### src/rtl/core/i2f_pkg.sv
package i2f_pkg;

   localparam int unsigned WORD_W    = 32;
   localparam int unsigned FRAC_BITS = 23;
   localparam int unsigned EXP_W     = 8;
   localparam int unsigned LZC_W     = 5;
   // biased exponent of a value whose leading one sits in bit 31
   localparam logic [EXP_W-1:0] TOP_EXP = 8'd158;

   typedef logic [WORD_W-1:0] word_type;

endpackage

### src/rtl/core/i2f_req_if.sv
interface i2f_req_if import i2f_pkg::*; ();
   logic                     valid;
   logic                     ready;
   logic signed [WORD_W-1:0] int_value;

   modport source (output valid, output int_value, input ready);
   modport sink   (input valid, input int_value, output ready);
endinterface

### src/rtl/core/i2f_rsp_if.sv
interface i2f_rsp_if import i2f_pkg::*; ();
   logic     valid;
   logic     ready;
   word_type float_bits;

   modport source (output valid, output float_bits, input ready);
   modport sink   (input valid, input float_bits, output ready);
endinterface

### src/rtl/core/int32_to_float32_convert_top.sv
// Signed 32-bit integer to IEEE 754 binary32, round to nearest even. Zero gives +0 and
// -2^31 converts exactly. Takes one request per cycle while the result side is not stalled,
// through four pipeline stages (sign/negate, leading-zero count, normalizing shift,
// round and pack). Each stage holds its item while the next one is full, so a stall
// at the result side backs up one stage at a time and empty stages keep accepting.
module int32_to_float32_convert_top
   import i2f_pkg::*;
(
   input  logic        clock,
   input  logic        reset,
   i2f_req_if.sink     req,
   i2f_rsp_if.source   rsp
);

   logic v1_ff, v2_ff, v3_ff, v4_ff;
   logic en1, en2, en3, en4;

   assign en4 = !v4_ff || rsp.ready;
   assign en3 = !v3_ff || en4;
   assign en2 = !v2_ff || en3;
   assign en1 = !v1_ff || en2;
   assign req.ready = en1;

   always_ff @(posedge clock) begin
      if (reset) begin
         v1_ff <= 1'b0;
         v2_ff <= 1'b0;
         v3_ff <= 1'b0;
         v4_ff <= 1'b0;
      end else begin
         if (en1) v1_ff <= req.valid;
         if (en2) v2_ff <= v1_ff;
         if (en3) v3_ff <= v2_ff;
         if (en4) v4_ff <= v3_ff;
      end
   end

   // stage 1: sign and magnitude
   word_type mag_in, mag1_ff;
   logic     sign1_ff;

   assign mag_in = req.int_value[WORD_W-1] ? (word_type'(0) - word_type'(req.int_value))
                                            : word_type'(req.int_value);

   always_ff @(posedge clock) begin
      if (en1) begin
         mag1_ff  <= mag_in;
         sign1_ff <= req.int_value[WORD_W-1];
      end
   end

   // stage 2: leading-zero count
   logic [LZC_W-1:0] lzc_in, lzc2_ff;
   logic             zero_in, zero2_ff, sign2_ff;
   word_type         mag2_ff;

   always_comb begin
      word_type v;
      v      = mag1_ff;
      lzc_in = '0;
      for (int i = LZC_W-1; i >= 0; i--) begin
         if ((v >> (WORD_W - (1 << i))) == '0) begin
            lzc_in[i] = 1'b1;
            v = v << (1 << i);
         end
      end
   end

   assign zero_in = (mag1_ff == '0);

   always_ff @(posedge clock) begin
      if (en2) begin
         mag2_ff  <= mag1_ff;
         lzc2_ff  <= lzc_in;
         zero2_ff <= zero_in;
         sign2_ff <= sign1_ff;
      end
   end

   // stage 3: normalize so the leading one lands in bit 31
   word_type         norm3_ff;
   logic [EXP_W-1:0] exp3_ff;
   logic             zero3_ff, sign3_ff;

   always_ff @(posedge clock) begin
      if (en3) begin
         norm3_ff <= mag2_ff << lzc2_ff;
         exp3_ff  <= TOP_EXP - EXP_W'(lzc2_ff);
         zero3_ff <= zero2_ff;
         sign3_ff <= sign2_ff;
      end
   end

   // stage 4: round on the eight bits below the fraction; carry runs into the exponent
   localparam int unsigned DROP = WORD_W - 1 - FRAC_BITS;

   logic                       guard, sticky, lsb, round_up;
   logic [EXP_W+FRAC_BITS-1:0] packed_in;
   word_type                   out4_ff;

   assign lsb      = norm3_ff[DROP];
   assign guard    = norm3_ff[DROP-1];
   assign sticky   = |norm3_ff[DROP-2:0];
   assign round_up = guard && (sticky || lsb);
   assign packed_in = {exp3_ff, norm3_ff[WORD_W-2:DROP]}
                    + {{(EXP_W+FRAC_BITS-1){1'b0}}, round_up};

   always_ff @(posedge clock) begin
      if (en4) begin
         out4_ff <= zero3_ff ? '0 : {sign3_ff, packed_in};
      end
   end

   assign rsp.valid      = v4_ff;
   assign rsp.float_bits = out4_ff;

endmodule

### src/flat_wrapper.sv
// flat-port wrapper written by rule: the top's interface ports become plain ports
module int32_to_float32_convert_top_flat import i2f_pkg::*;
  (clock, reset, req_valid, req_int_value, req_ready, rsp_valid, rsp_float_bits, rsp_ready);
  i2f_req_if req_i ();
  i2f_rsp_if rsp_i ();
  input  logic clock;
  input  logic reset;
  input wire logic [$bits(req_i.valid)-1:0] req_valid;
  input wire logic [$bits(req_i.int_value)-1:0] req_int_value;
  output wire logic [$bits(req_i.ready)-1:0] req_ready;
  output wire logic [$bits(rsp_i.valid)-1:0] rsp_valid;
  output wire logic [$bits(rsp_i.float_bits)-1:0] rsp_float_bits;
  input wire logic [$bits(rsp_i.ready)-1:0] rsp_ready;
  assign req_i.valid = req_valid;
  assign req_i.int_value = req_int_value;
  assign req_ready = req_i.ready;
  assign rsp_valid = rsp_i.valid;
  assign rsp_float_bits = rsp_i.float_bits;
  assign rsp_i.ready = rsp_ready;
  int32_to_float32_convert_top u_core (.clock(clock), .reset(reset), .req(req_i), .rsp(rsp_i));
endmodule
### config.mk
export PLATFORM = sky130hd
export DESIGN_NAME = int32_to_float32_convert_top_flat
export DESIGN_NICKNAME = d
export VERILOG_FILES = /design/src/rtl/core/i2f_pkg.sv /design/src/rtl/core/i2f_req_if.sv /design/src/rtl/core/i2f_rsp_if.sv /design/src/rtl/core/int32_to_float32_convert_top.sv /design/src/flat_wrapper.sv
export SDC_FILE = /design/constraint.sdc
export NUM_CORES = 1
export LEC_CHECK = 0
export BUFFER_PORTS_ARGS = -buffer_cell sky130_fd_sc_hd__buf_2
export CAP_MARGIN = 40
export CORE_ASPECT_RATIO = 0.75
export CORE_UTILIZATION = 41
export DETAILED_ROUTE_END_ITERATION = 8
export HOLD_SLACK_MARGIN = 0.06
export PLACE_DENSITY = 0.59
export SLEW_MARGIN = 40
export SYNTH_ARGS = -nofsm -noshare
export SYNTH_HDL_FRONTEND = slang
export SYNTH_SLANG_ARGS = --single-unit
### constraint.sdc
create_clock -name clock -period 3.3 [get_ports clock]
set_clock_uncertainty 0.15 [all_clocks]
set_input_delay 0.33 -clock clock [delete_from_list [all_inputs] [get_ports clock]]
set_output_delay 0.33 -clock clock [all_outputs]
set_load 0.02 [all_outputs]
# Yosys cells after proc, flatten, opt, wreduce, memory -nomap -nowiden

Cells that the tools add are included.

$add $sub $neg: 3
Shifts and indexed selects: 1
Mux-type cells: 10
Reductions and logical operators: 17

Operator list:

| kind                                                                 | number |
|---|---|
| 32-bit zero test                                                     | 6 |
| 32-bit 2-to-1 mux                                                    | 4 |
| 32-bit by 5-bit << shifter with 31-bit output                        | 1 |
| 1-bit by 32-bit subtractor with 32-bit output (first input constant) | 1 |
| 31-bit by 1-bit adder with 31-bit output                             | 1 |
| 31-bit 2-to-1 mux                                                    | 1 |
| 8-bit by 5-bit subtractor with 8-bit output (first input constant)   | 1 |
| 7-bit OR reduction                                                   | 1 |
| 1-bit logical OR                                                     | 5 |
| 1-bit 2-to-1 mux                                                     | 5 |
| 1-bit zero test                                                      | 4 |
| 1-bit logical AND                                                    | 1 |

Flip-flop bits (word level): 149
Input port bits: 36

# Depth between registers and ports, before layout

Gate-level depths: netlist of the first run.

Depth after elaboration: 10
Gate-level depth with buffers: 8
Depth with buffers taken out: 8

# Least setup slack after synthesis of the first run

No wires, ideal clock.

Path kind: input-to-reg
Start point: input req_int_value[9]
End point: register u_core.mag1_ff[29], data pin
Library setup time: 0.258 ns
Arrival: 2.434 ns
Data required time: 2.892 ns
Setup slack: 0.457 ns
Stages on the path: 6
Buffers on the path: 0
Cell sequence: or4_4 > or4_4 > or4_4 > or3_4 > o31ai_4 > xnor2_1

Longest elaborated chain between the ends: 2

Ends and longest elaborated chain:

| what                                          | line                               | source |
|---|---|---|
| start, declared                               | flat_wrapper.sv:9                  | `input wire logic [$bits(req_i.int_value)-1:0] req_int_value;` |
| 1-bit by 32-bit subtractor with 32-bit output | int32_to_float32_convert_top.sv:42 | `assign mag_in = req.int_value[WORD_W-1] ? (word_type'(0) - word_type'(req.int_value))` |
| 31-bit 2-to-1 mux                             | int32_to_float32_convert_top.sv:42 |  |
| via u_core.mag_in[29]                         | int32_to_float32_convert_top.sv:39 | `word_type mag_in, mag1_ff;` |
| end signal, assigned                          | int32_to_float32_convert_top.sv:47 | `mag1_ff <= mag_in;` |
| end, declared                                 | int32_to_float32_convert_top.sv:39 |  |

The timed path passes the listed nets, and every way through them passes these cells.
A chain may end at the register's enable or synchronous reset.

# Worst setup path after layout of the first run

Start point: input req_int_value[10]
End point: register u_core.mag1_ff[29], data pin

Same word-level chain as after synthesis.

==> metrics.txt, run 1 <==
Sum Neg Setup Slack=0 ns; cell type group with the largest total delay on the critical path=simple AND/OR/NAND/NOR gates; First DRT Iteration DRCs=about 480; status=finished clean; clock period minus worst slack=3.197 ns; HP Class=input pin to flop; Area growth, synth to finish=17.96%; Mapped Area=approximately 0.0077 mm^2; crit-path cells=dlygate4sd3_1 -> buf_2 -> or4_4 -> or4_4 -> or4_4 -> or3_4 -> o31ai_4 -> xnor2_1; CP startpoint=req_int_value[10]; Int Power=slightly above 4 mW; Crit path depth=8; synth unique cells=53; crit-path max cell delay=~0.55 ns; Worst path slowest cell=or4_4; Rows=43; # clock sinks=~150; Tcrit/Tclk final=between 90% and 100%; DRC=0; vias in the first global route=a little over 5,000; layout cell share with drive strength beyond 1=between 20 and 25%; ant diodes=0; first-pass GRT wire length=~28 mm; maximum fanout along the worst path=4; Critical Path End Type=flop; Synth Instances=about 650; Worst setup SP type=input pin; DRT Pass-1 Iters=5; clock latency on the worst-skew pair=between 0.4 and 0.5 ns; die height=about 120 um; Fin Hold WS=roughly 0.076 ns; Routed Antenna Nets=0; Worst setup endpoint=u_core.mag1_ff[29]; # hold bufs at CTS=9; total gr overflow=0; htree depth=4; total vias in the final route=approximately 5,500; vias per cell=between 5 and 6; r2r worst-path depth=6; worst vdd ir=between 0.0003 and 0.0004 V; #FFs+latches synth=~150; Comb power frac=20.4%; CTS Buf Count=17; Power Total=slightly below 6 mW; Avg Inst Size Synth=11.82 um^2; register area share after synthesis=around 57%; DIE AREA=just under 0.02 mm^2; post-route setup slack=about 0.1 ns; normalized max-slew margin=53.56%; RR Endpoint=u_core.lzc2_ff[0]; syn nets=a little under 700; Post-synth EDFFs=roughly 140; max-cap violations=0; Post-synth ARST share=0%; Initial Util=41.82%; leakage=between 3 and 4 nW; Worst-path clk slew=~0.060 ns; RR Startpoint=u_core.mag1_ff[25]; Critical Path Most Common Cell=or4_4; Final Max Tran Viols=0; clk root buf=clkbuf_16; number of setup buffers added after CTS=0; GRT Total Usage=around a fifth; Net Sw Frac=between 20 and 30%; average wire per standard cell=between 15 and 20 um; nets=780; Clock Power Share=approximately 33%; crit path DAT=roughly 3.2 ns; Core Region=between 0.015 and 0.02 mm^2; RSZ-0062 raised after global routing=no; Worst Path Buf+Inv=2; Worst Max-Slew Pin Slew=about 0.69 ns; I/O pins=70; placer congestion estimate=0.8947; Synth Warn #=0; WS Path Type=input pin to flop; setup violators final=0; WL final=about 18 mm; post-place setup slack=between 0.2 and 0.25 ns; Max Fclk=312.7 MHz; largest net degree at the start of global routing=42; Power Density=between 600 and 700 mW/mm^2; antenna violations before repair=0; part of the power in registers=about 46%; Reg2Reg Setup Slack=slightly below 0.6 ns; CTS tree=done; CTS resizes=0; CTS Buffer Depth=2; number of I/O port buffers=between 60 and 70; Top FF cell, synth=edfxtp_1; final hold vios=0; net load switching power=about 1.7 mW; hpwl dp=between 10 and 15 mm; Die Span X=160.4 um; # fillers=~1,600; worst path required time=~3.3 ns
layout make-up:
class / instances / area, um^2 / share of cell area (%)
clock buffer: 17 / 425.4 / 4.673
timing repair buffer: 99 / 609.3 / 6.693
inverter: 19 / 71.32 / 0.7834
sequential: 148 / 4404 / 48.38
multi-input combinational: 456 / 3129 / 34.37
tap: 247 / 309.0 / 3.395
clock inverter: 15 / 155.1 / 1.704
state kept, by name, summed over array words and instances (netlist names), 5 cells and up:
signal and flops:
u_core.mag1_ff 32, u_core.exp3_ff 8, u_core.mag2_ff 31, u_core.lzc2_ff 5
u_core.rsp.float_bits 32, u_core.norm3_ff 31
worst register-to-register path, cell delays in order (launching register included):
cell and delay (ns):
edfxtp_1 0.49, nor4_1 0.45, nand2_1 0.22, a21oi_1 0.34, o21ai_0 0.26, o211a_1 0.31, a311oi_1 0.31
kinds of logic (layout without fill, tap and decap cells):
logic type,after synthesis,after routing,synth area share [%]
and+or+nand+nor,226,226,14.58
AOI/OAI and AO/OA,116,116,9.728
adders and majority gates,3,3,0.4864
buffers and inverters,49,150,2.383
xor gates and xnor gates,52,52,5.901
muxes,59,59,9.857
DFF,148,148,57.07
cell usage in the layout, fill, tap and decap left out, types with 5 or more instances in the layout:
cell,count
and2_1,9
clkbuf_16,17
and3_1,8
mux4_2,13
nand4_1,5
inv_1,17
nand3_1,21
a211oi_1,14
a21oi_1,30
mux2i_1,40
nor3_1,14
or3_1,17
dlygate4sd3_1,9
xor2_1,9
xnor2_1,43
nor2_1,57
o31ai_1,11
nor2b_1,7
nor4_1,10
buf_4,19
nand2_1,59
edfxtp_1,144
o21ai_0,32
mux2_2,6
buf_2,69
power groups by stage:
stage / sequential [mW] / combinational (mW) / clock, mW
final: 2.67 / 1.18 / 1.92
after CTS: 2.67 / 1.17 / 1.96
after global routing: 2.71 / 1.28 / 2.03
after global placement: 2.69 / 1.15 / 0
after floorplan: 2.76 / 0.671 / 0
after detailed placement: 2.71 / 1.15 / 0
per-layer routing:
layer / up-vias / share of wire (%) / global-route usage (%)
li1: 2637 / - / -
met1: 2644 / 50 / 27.87
met2: 171 / 42 / 26.76
met3: 14 / 7.1 / 5.317
met4: 0 / 0.92 / 5.417
met5: - / 0 / 0
Yosys cell counts (all sizes together) (2+ instances only):
| cell type | count | area [um^2] |
|---|---|---|
| edfxtp | 144 | 4324 |
| nand2 | 59 | 221.5 |
| nor2 | 57 | 214.0 |
| xnor2 | 43 | 376.6 |
| mux2i | 40 | 400.4 |
| o21ai | 34 | 170.2 |
| a21oi | 30 | 150.1 |
| clkbuf | 24 | 90.09 |
| nand3 | 21 | 105.1 |
| or3 | 19 | 125.1 |
| inv | 18 | 67.56 |
| a211oi | 14 | 105.1 |
| nor3 | 14 | 70.07 |
| mux4 | 13 | 292.8 |
| o31ai | 12 | 103.9 |
| nor4 | 10 | 62.56 |
| and2 | 9 | 56.30 |
| xor2 | 9 | 78.83 |
| and3 | 8 | 50.05 |
| or4 | 8 | 75.07 |
| nor2b | 7 | 43.79 |
| buf | 6 | 22.52 |
| mux2 | 6 | 67.56 |
| nand4 | 5 | 31.28 |
| a211o | 4 | 35.03 |
| dfxtp | 4 | 80.08 |
| o2bb2ai | 4 | 35.03 |
| a221oi | 3 | 26.28 |
| ha | 3 | 37.54 |
| nand2b | 3 | 18.77 |
| a21boi | 2 | 15.01 |
| nand3b | 2 | 15.01 |
| o22ai | 2 | 12.51 |
| o41ai | 2 | 17.52 |
| or2 | 2 | 12.51 |
worst min-delay path by stage:
stage	startpoint	end	slack, ns	cells after the start
floorplan	u_core.sign1_ff	u_core.sign2_ff	0.25	0
global route	req_int_value[16]	u_core.mag1_ff[16]	0.08	2
finish	req_int_value[9]	u_core.mag1_ff[9]	0.08	2
detailed placement	u_core.zero2_ff	u_core.zero3_ff	0.26	0
CTS	req_int_value[19]	u_core.mag1_ff[19]	0.06	2
global placement	u_core.sign1_ff	u_core.sign2_ff	0.26	0
through the flow:
stage | cells | utilization (%) | cell area [um^2]
6_report | 1001 | 49.33 | 9104
5_1_grt | 1001 | 49.33 | 9104
4_1_cts | 1001 | 49.33 | 9104
3_5_place_dp | 960 | 45.70 | 8433
3_3_place_gp | 959 | 45.64 | 8422
2_1_floorplan | 653 | - | 7717
Power figures use the tool's default switching activity.
==> run 2, diff against run 1 <==
--- a/config.mk
+++ b/config.mk
@@ -8,10 +8,10 @@
 export BUFFER_PORTS_ARGS = -buffer_cell sky130_fd_sc_hd__buf_2
 export CAP_MARGIN = 40
 export CORE_ASPECT_RATIO = 0.75
+export CORE_MARGIN = 2
 export CORE_UTILIZATION = 41
 export DETAILED_ROUTE_END_ITERATION = 8
 export HOLD_SLACK_MARGIN = 0.06
-export PLACE_DENSITY = 0.59
 export SLEW_MARGIN = 40
 export SYNTH_ARGS = -nofsm -noshare
 export SYNTH_HDL_FRONTEND = slang
==> run 2 against run 1 <==
Core utilization fell by 0.36 points. Sequential power barely moved. Non-clock buffer count fell by 7. Count of clock-buffer cells in the layout rose by 3. First-iteration DRC count fell by 7.0%. Flip-flop and latch count did not move. Design area fell by 0.73%. Fmax rose by 1.3%. Die area rose by 2.9%. Combinational power barely moved. Via count rose by 0.51%. Highest routed layer unchanged.
==> metrics.txt, run 2 (synthesized netlist as in run 1, its figures left out) <==
Critical Path End Type=flop; DIE AREA=0.01995 mm^2 (+2.9%); Worst Path Buf+Inv=2 (unchanged); Int Power=4.127 mW (+1.4%); leakage=3.444 nW (-0.68%); hpwl dp=13.48 mm (+2.6%); largest net degree at the start of global routing=42 (unchanged); First DRT Iteration DRCs=449 (-7.0%); Power Total=5.779 mW (+0.16%); I/O pins=70 (unchanged); total gr overflow=0 (unchanged); Critical Path Most Common Cell=or4_4; status=finished clean; clk root buf=clkbuf_16; Net Sw Frac=28.58% (-0.87 points); setup violators final=0 (unchanged); hold_sp=req_int_value[6]; number of I/O port buffers=69 (unchanged); leading cell type in the layout, fill and taps excluded=edfxtp_1; crit-path max cell delay=0.55 ns (about the same); CTS tree=done; maximum fanout along the worst path=4 (unchanged); GRT Total Usage=19.00% (+0.13 points); RR Startpoint=u_core.lzc2_ff[0]; Sum Neg Setup Slack=0 ns (unchanged); final hold vios=0 (unchanged); Routed Antenna Nets=0 (unchanged); htree depth=4 (unchanged); clock period minus worst slack=3.157 ns (-0.04001 ns); total vias in the final route=5,494 (+0.51%); Area growth, synth to finish=17.10%; normalized max-slew margin=56.24% (+2.7 points); # clock sinks=148 (unchanged); part of the power in registers=46.4% (about the same); Comb power frac=19.9% (-0.5 points); vias in the first global route=5,106 (-1.4%); Worst Max-Slew Pin Slew=0.6508 ns (-0.03848 ns); worst vdd ir=0.0003166 V (-12%); Final Max Tran Viols=0 (unchanged); HP Class=input pin to flop; nets=773 (-0.90%); placer congestion estimate=0.8832 (-1.3%); cell type group with the largest total delay on the critical path=simple AND/OR/NAND/NOR gates; Rows=43 (unchanged); CP startpoint=req_int_value[10]; CTS Buf Count=17 (unchanged); WL final=17.91 mm (+2.2%); RSZ-0062 raised after global routing=no; ant diodes=0 (unchanged); crit-path cells=dlygate4sd3_1 -> buf_2 -> or4_4 -> or4_4 -> or4_4 -> or3_4 -> o31ai_4 -> xnor2_1; vias per cell=5.527 (+1.2%); Worst setup SP type=input pin; clock latency on the worst-skew pair=0.42 ns (about the same); antenna violations before repair=0 (unchanged); most frequent cells in the layout=edfxtp_1, buf_2, nand2_1; crit path DAT=3.18 ns (-0.05 ns); Clock Power Share=33.7% (+0.4 points); layout cell share with drive strength beyond 1=19.54% (-0.48 points); first-pass GRT wire length=28.62 mm (+2.5%); Die Span X=162.4 um (+1.2%); Power Density=639.5 mW/mm^2 (+0.89%); WS Path Type=input pin to flop; Worst path slowest cell=or4_4; Core Region=0.01845 mm^2 (unchanged); CTS Buffer Depth=2 (unchanged); worst path required time=3.32 ns (about the same); average wire per standard cell=18.02 um (+2.9%); Max Fclk=316.7 MHz (+1.3%); DRT Pass-1 Iters=5 (unchanged); Initial Util=41.82% (unchanged); Worst-path clk slew=0.06 ns (about the same); net load switching power=1.652 mW (-2.8%); max-cap violations=0 (unchanged); DRC=0 (unchanged); Tcrit/Tclk final=95.68% (-1.2 points); die height=122.8 um (+1.7%)
==> run 2: cell count changes in the layout (fill, tap and decap cells not counted), sizes merged <==
cell	before	now
buf	90	87
clkbuf	17	20
inv	22	21
clkinvlp	3	0
dlygate4sd3	9	5
bufinv	2	3
==> run 2: power groups by stage <==
stage | sequential (mW) | combinational (mW) | clock [mW]
after floorplan | 2.76 | 0.671 | 0
after global placement | 2.70 | 1.13 | 0
after detailed placement | 2.72 | 1.13 | 0
after CTS | 2.68 | 1.15 | 1.98
after global routing | 2.72 | 1.27 | 2.07
final | 2.68 | 1.15 | 1.95
==> run 2: metrics by stage <==
| stage | worst slack, ns | std cells | hold slack, ns | util (%) | cell area (um^2) |
|---|---|---|---|---|---|
| global route | 0.02751 | 994 | 0.06067 | 48.97 | 9037 |
| global placement | 0.2622 | 956 | 0.2565 | 45.45 | 8387 |
| detailed placement | 0.2336 | 957 | 0.2556 | 45.51 | 8398 |
| finish | 0.1426 | 994 | 0.07036 | 48.97 | 9037 |
| floorplan | 0.4574 | 653 | 0.2503 | - | 7717 |
| CTS | 0.1561 | 994 | 0.06201 | 48.97 | 9037 |
==> run 2: worst reg2reg max path: stages (launching register included) <==
cell	delay (ns)
edfxtp_1	0.63
buf_4	0.25
buf_4	0.25
mux2i_1	0.13
mux2i_1	0.23
mux2_2	0.21
nor2_1	0.04
o31ai_1	0.58
==> run 2: what timing repair did <==
item	CTS	global route
setup buffers	0	0
resized for setup	0	0
endpoints found under the hold margin	7	0
hold buffers	5	0
==> run 2: path summary, 6_finish.rpt <==
check                         to  slack, ns  cells past startpoint
max reg2reg  u_core.norm3_ff[30]       0.54                      7
min            u_core.mag1_ff[6]       0.07                      2
max           u_core.mag1_ff[29]       0.14                      8
min reg2reg      u_core.sign2_ff       0.27                      0
==> run 2: layout make-up <==
class / instances / area (um^2)
Clock buffer: 20 / 436.7
Sequential cell: 148 / 4404
Fill cell: 1648 / 9417
Clock inverter: 12 / 152.6
Multi-Input combinational cell: 456 / 3129
Timing Repair Buffer: 92 / 534.3
Tap cell: 247 / 309.0
Inverter: 19 / 71.32
==> run 2: routing by layer <==
layer,vias up,track usage (%),wire length (um)
li1,2624,-,-
met4,0,3.650,90
met3,7,5.610,1223
met1,2691,28.34,8823
met2,172,27.69,7775
met5,-,0,0
==> run 3, diff against run 2 <==
--- a/config.mk
+++ b/config.mk
@@ -9,7 +9,7 @@
 export CAP_MARGIN = 40
 export CORE_ASPECT_RATIO = 0.75
 export CORE_MARGIN = 2
-export CORE_UTILIZATION = 41
+export CORE_UTILIZATION = 40
 export DETAILED_ROUTE_END_ITERATION = 8
 export HOLD_SLACK_MARGIN = 0.06
 export SLEW_MARGIN = 40
==> run 3 against run 2 <==
Flip-flop and latch count is the same. Clock power shrank 4%. Sequential power is essentially flat. Non-clock buffer count is the same. Combinational power is essentially flat. Die area grew 2.4%. Routed wire length shrank 2.7%. Design area is essentially flat. First-iteration DRC count grew 11%. Count of clock-buffer cells in the layout shrank 2.
==> metrics.txt, run 3 (synthesized netlist as in run 1, its figures left out) <==
post-route setup slack=0.1321 ns (-0.01049 ns); WL final=17.43 mm (-2.7%); leading cell type in the layout, fill and taps excluded=edfxtp_1; WS Path Type=input pin to flop; Comb power frac=20.2% (+0.3 points); First DRT Iteration DRCs=497 (+11%); Final Cell Area=0.009039 mm^2 (about the same); crit-path max cell delay=0.55 ns (about the same); largest net degree at the start of global routing=42 (unchanged); final hold vios=0 (unchanged); DRC=0 (unchanged); Worst-path clk slew=0.06 ns (about the same); setup violators final=0 (unchanged); worst path required time=3.33 ns (about the same); number of setup buffers added after CTS=0 (unchanged); most frequent cells in the layout=edfxtp_1, buf_2, nand2_1; post-place setup slack=0.2286 ns (-0.005074 ns); Core Region=0.01872 mm^2 (+1.5%); vias per cell=5.513 (-0.26%); antenna violations before repair=0 (unchanged); total vias in the final route=5,474 (-0.36%); crit-path cells=dlygate4sd3_1 -> buf_2 -> or4_4 -> or4_4 -> or4_4 -> or3_4 -> o31ai_4 -> xnor2_1; net load switching power=1.657 mW (+0.29%); CTS Buf Count=17 (unchanged); CTS resizes=0 (unchanged); Worst setup SP type=input pin; CTS Buffer Depth=2 (unchanged); htree depth=4 (unchanged); vias in the first global route=5,085 (-0.41%); Area growth, synth to finish=17.12% (about the same); Power Density=630.1 mW/mm^2 (-1.5%); number of I/O port buffers=69 (unchanged); I/O pins=70 (unchanged); Sum Neg Setup Slack=0 ns (unchanged); Critical Path Most Common Cell=or4_4; clk root buf=clkbuf_16; Placed Cells=955 (-0.21%); Critical Path End Type=flop; Post-Layout Cell Count=993 (-0.10%); clock period minus worst slack=3.168 ns (+0.01049 ns); Fin Hold WS=0.06887 ns (-0.001485 ns); Worst Max-Slew Pin Slew=0.5931 ns (-0.05771 ns); # clock sinks=148 (unchanged); max-cap violations=0 (unchanged); nets=773 (unchanged); worst vdd ir=0.0003324 V (+5.0%); Tcrit/Tclk final=96.00% (+0.32 points); layout cell share with drive strength beyond 1=19.03% (-0.51 points); Final Max Tran Viols=0 (unchanged); CTS tree=done; GRT Total Usage=17.93% (-1.1 points); cell type group with the largest total delay on the critical path=simple AND/OR/NAND/NOR gates; Routed Antenna Nets=0 (unchanged); die height=124.3 um (+1.2%); placer congestion estimate=0.9117 (+3.2%); DRT Pass-1 Iters=5 (unchanged); Clock Power Share=32.9% (-0.8 points); RSZ-0062 raised after global routing=no; Int Power=4.038 mW (-2.2%); leakage=3.432 nW (-0.35%); ant diodes=0 (unchanged); Rows=43 (unchanged); DIE AREA=0.02043 mm^2 (+2.4%); HP Class=input pin to flop; first-pass GRT wire length=28.18 mm (-1.5%); Worst Path Buf+Inv=2 (unchanged); maximum fanout along the worst path=4 (unchanged); crit path DAT=3.20 ns (+0.02 ns); Max Fclk=315.7 MHz (-0.33%); # hold bufs at CTS=7 (+2); Net Sw Frac=29.09% (+0.51 points); normalized max-slew margin=60.16% (+3.9 points); part of the power in registers=46.9% (+0.5 points); Initial Util=41.22% (-0.60 points); clock latency on the worst-skew pair=0.42 ns (about the same); hpwl dp=12.98 mm (-3.7%); Die Span X=164.4 um (+1.2%); status=finished clean; Worst path slowest cell=or4_4; average wire per standard cell=17.55 um (-2.6%); total gr overflow=0 (unchanged); Placed Area=0.008408 mm^2 (+0.12%)
[run 3: changes by cell type in the layout (fill, tap and decap cells not counted), sizes merged]
cell / change
bufinv: -1
clkbuf: -2
buf: -2
clkinv: +1
clkinvlp: +1
dlygate4sd3: +2
[run 3: routing by layer]
| metal | routed length [um] | global-route usage, % | share of wire [%] | vias to the layer above |
|---|---|---|---|---|
| li1 | - | - | - | 2620 |
| met1 | 8969 | 28.08 | 51 | 2657 |
| met2 | 7395 | 25.03 | 42 | 182 |
| met3 | 892 | 4.096 | 5.1 | 15 |
| met4 | 174 | 4.348 | 1.0 | 0 |
| met5 | 0 | 0 | 0 | - |
[run 3: final timing paths]
kind	start	slack, ns	cells after the start	end
setup reg to reg	u_core.mag1_ff[25]	0.55	6	u_core.lzc2_ff[1]
hold reg to reg	u_core.sign1_ff	0.27	0	u_core.sign2_ff
hold / removal	req_int_value[22]	0.07	2	u_core.mag1_ff[22]
setup / recovery	req_int_value[10]	0.13	8	u_core.mag1_ff[29]
[run 3: layout make-up]
| cell class | instances | area (um^2) |
|---|---|---|
| Clock buffer | 18 | 429.2 |
| Inverter | 19 | 71.32 |
| Multi-Input combinational cell | 456 | 3129 |
| Sequential cell | 148 | 4404 |
| Tap cell | 247 | 309.0 |
| Fill cell | 1697 | 9684 |
| Clock inverter | 13 | 131.4 |
| Timing Repair Buffer | 92 | 564.3 |
[run 3: power groups by stage]
stage                     registers [mW]  logic, mW  clock network [mW]
after floorplan                     2.76      0.671                   0
after global placement              2.70       1.13                   0
after detailed placement            2.71       1.13                   0
after CTS                           2.67       1.15                1.90
after global routing                2.71       1.27                2.00
final                               2.67       1.15                1.87
[run 3: through the flow]
stage	power [mW]	util [%]
after CTS	5.719	48.28
after global placement	3.828	44.85
final	5.695	48.28
after detailed placement	3.844	44.91
after floorplan	3.436	-
after global routing	5.973	48.28
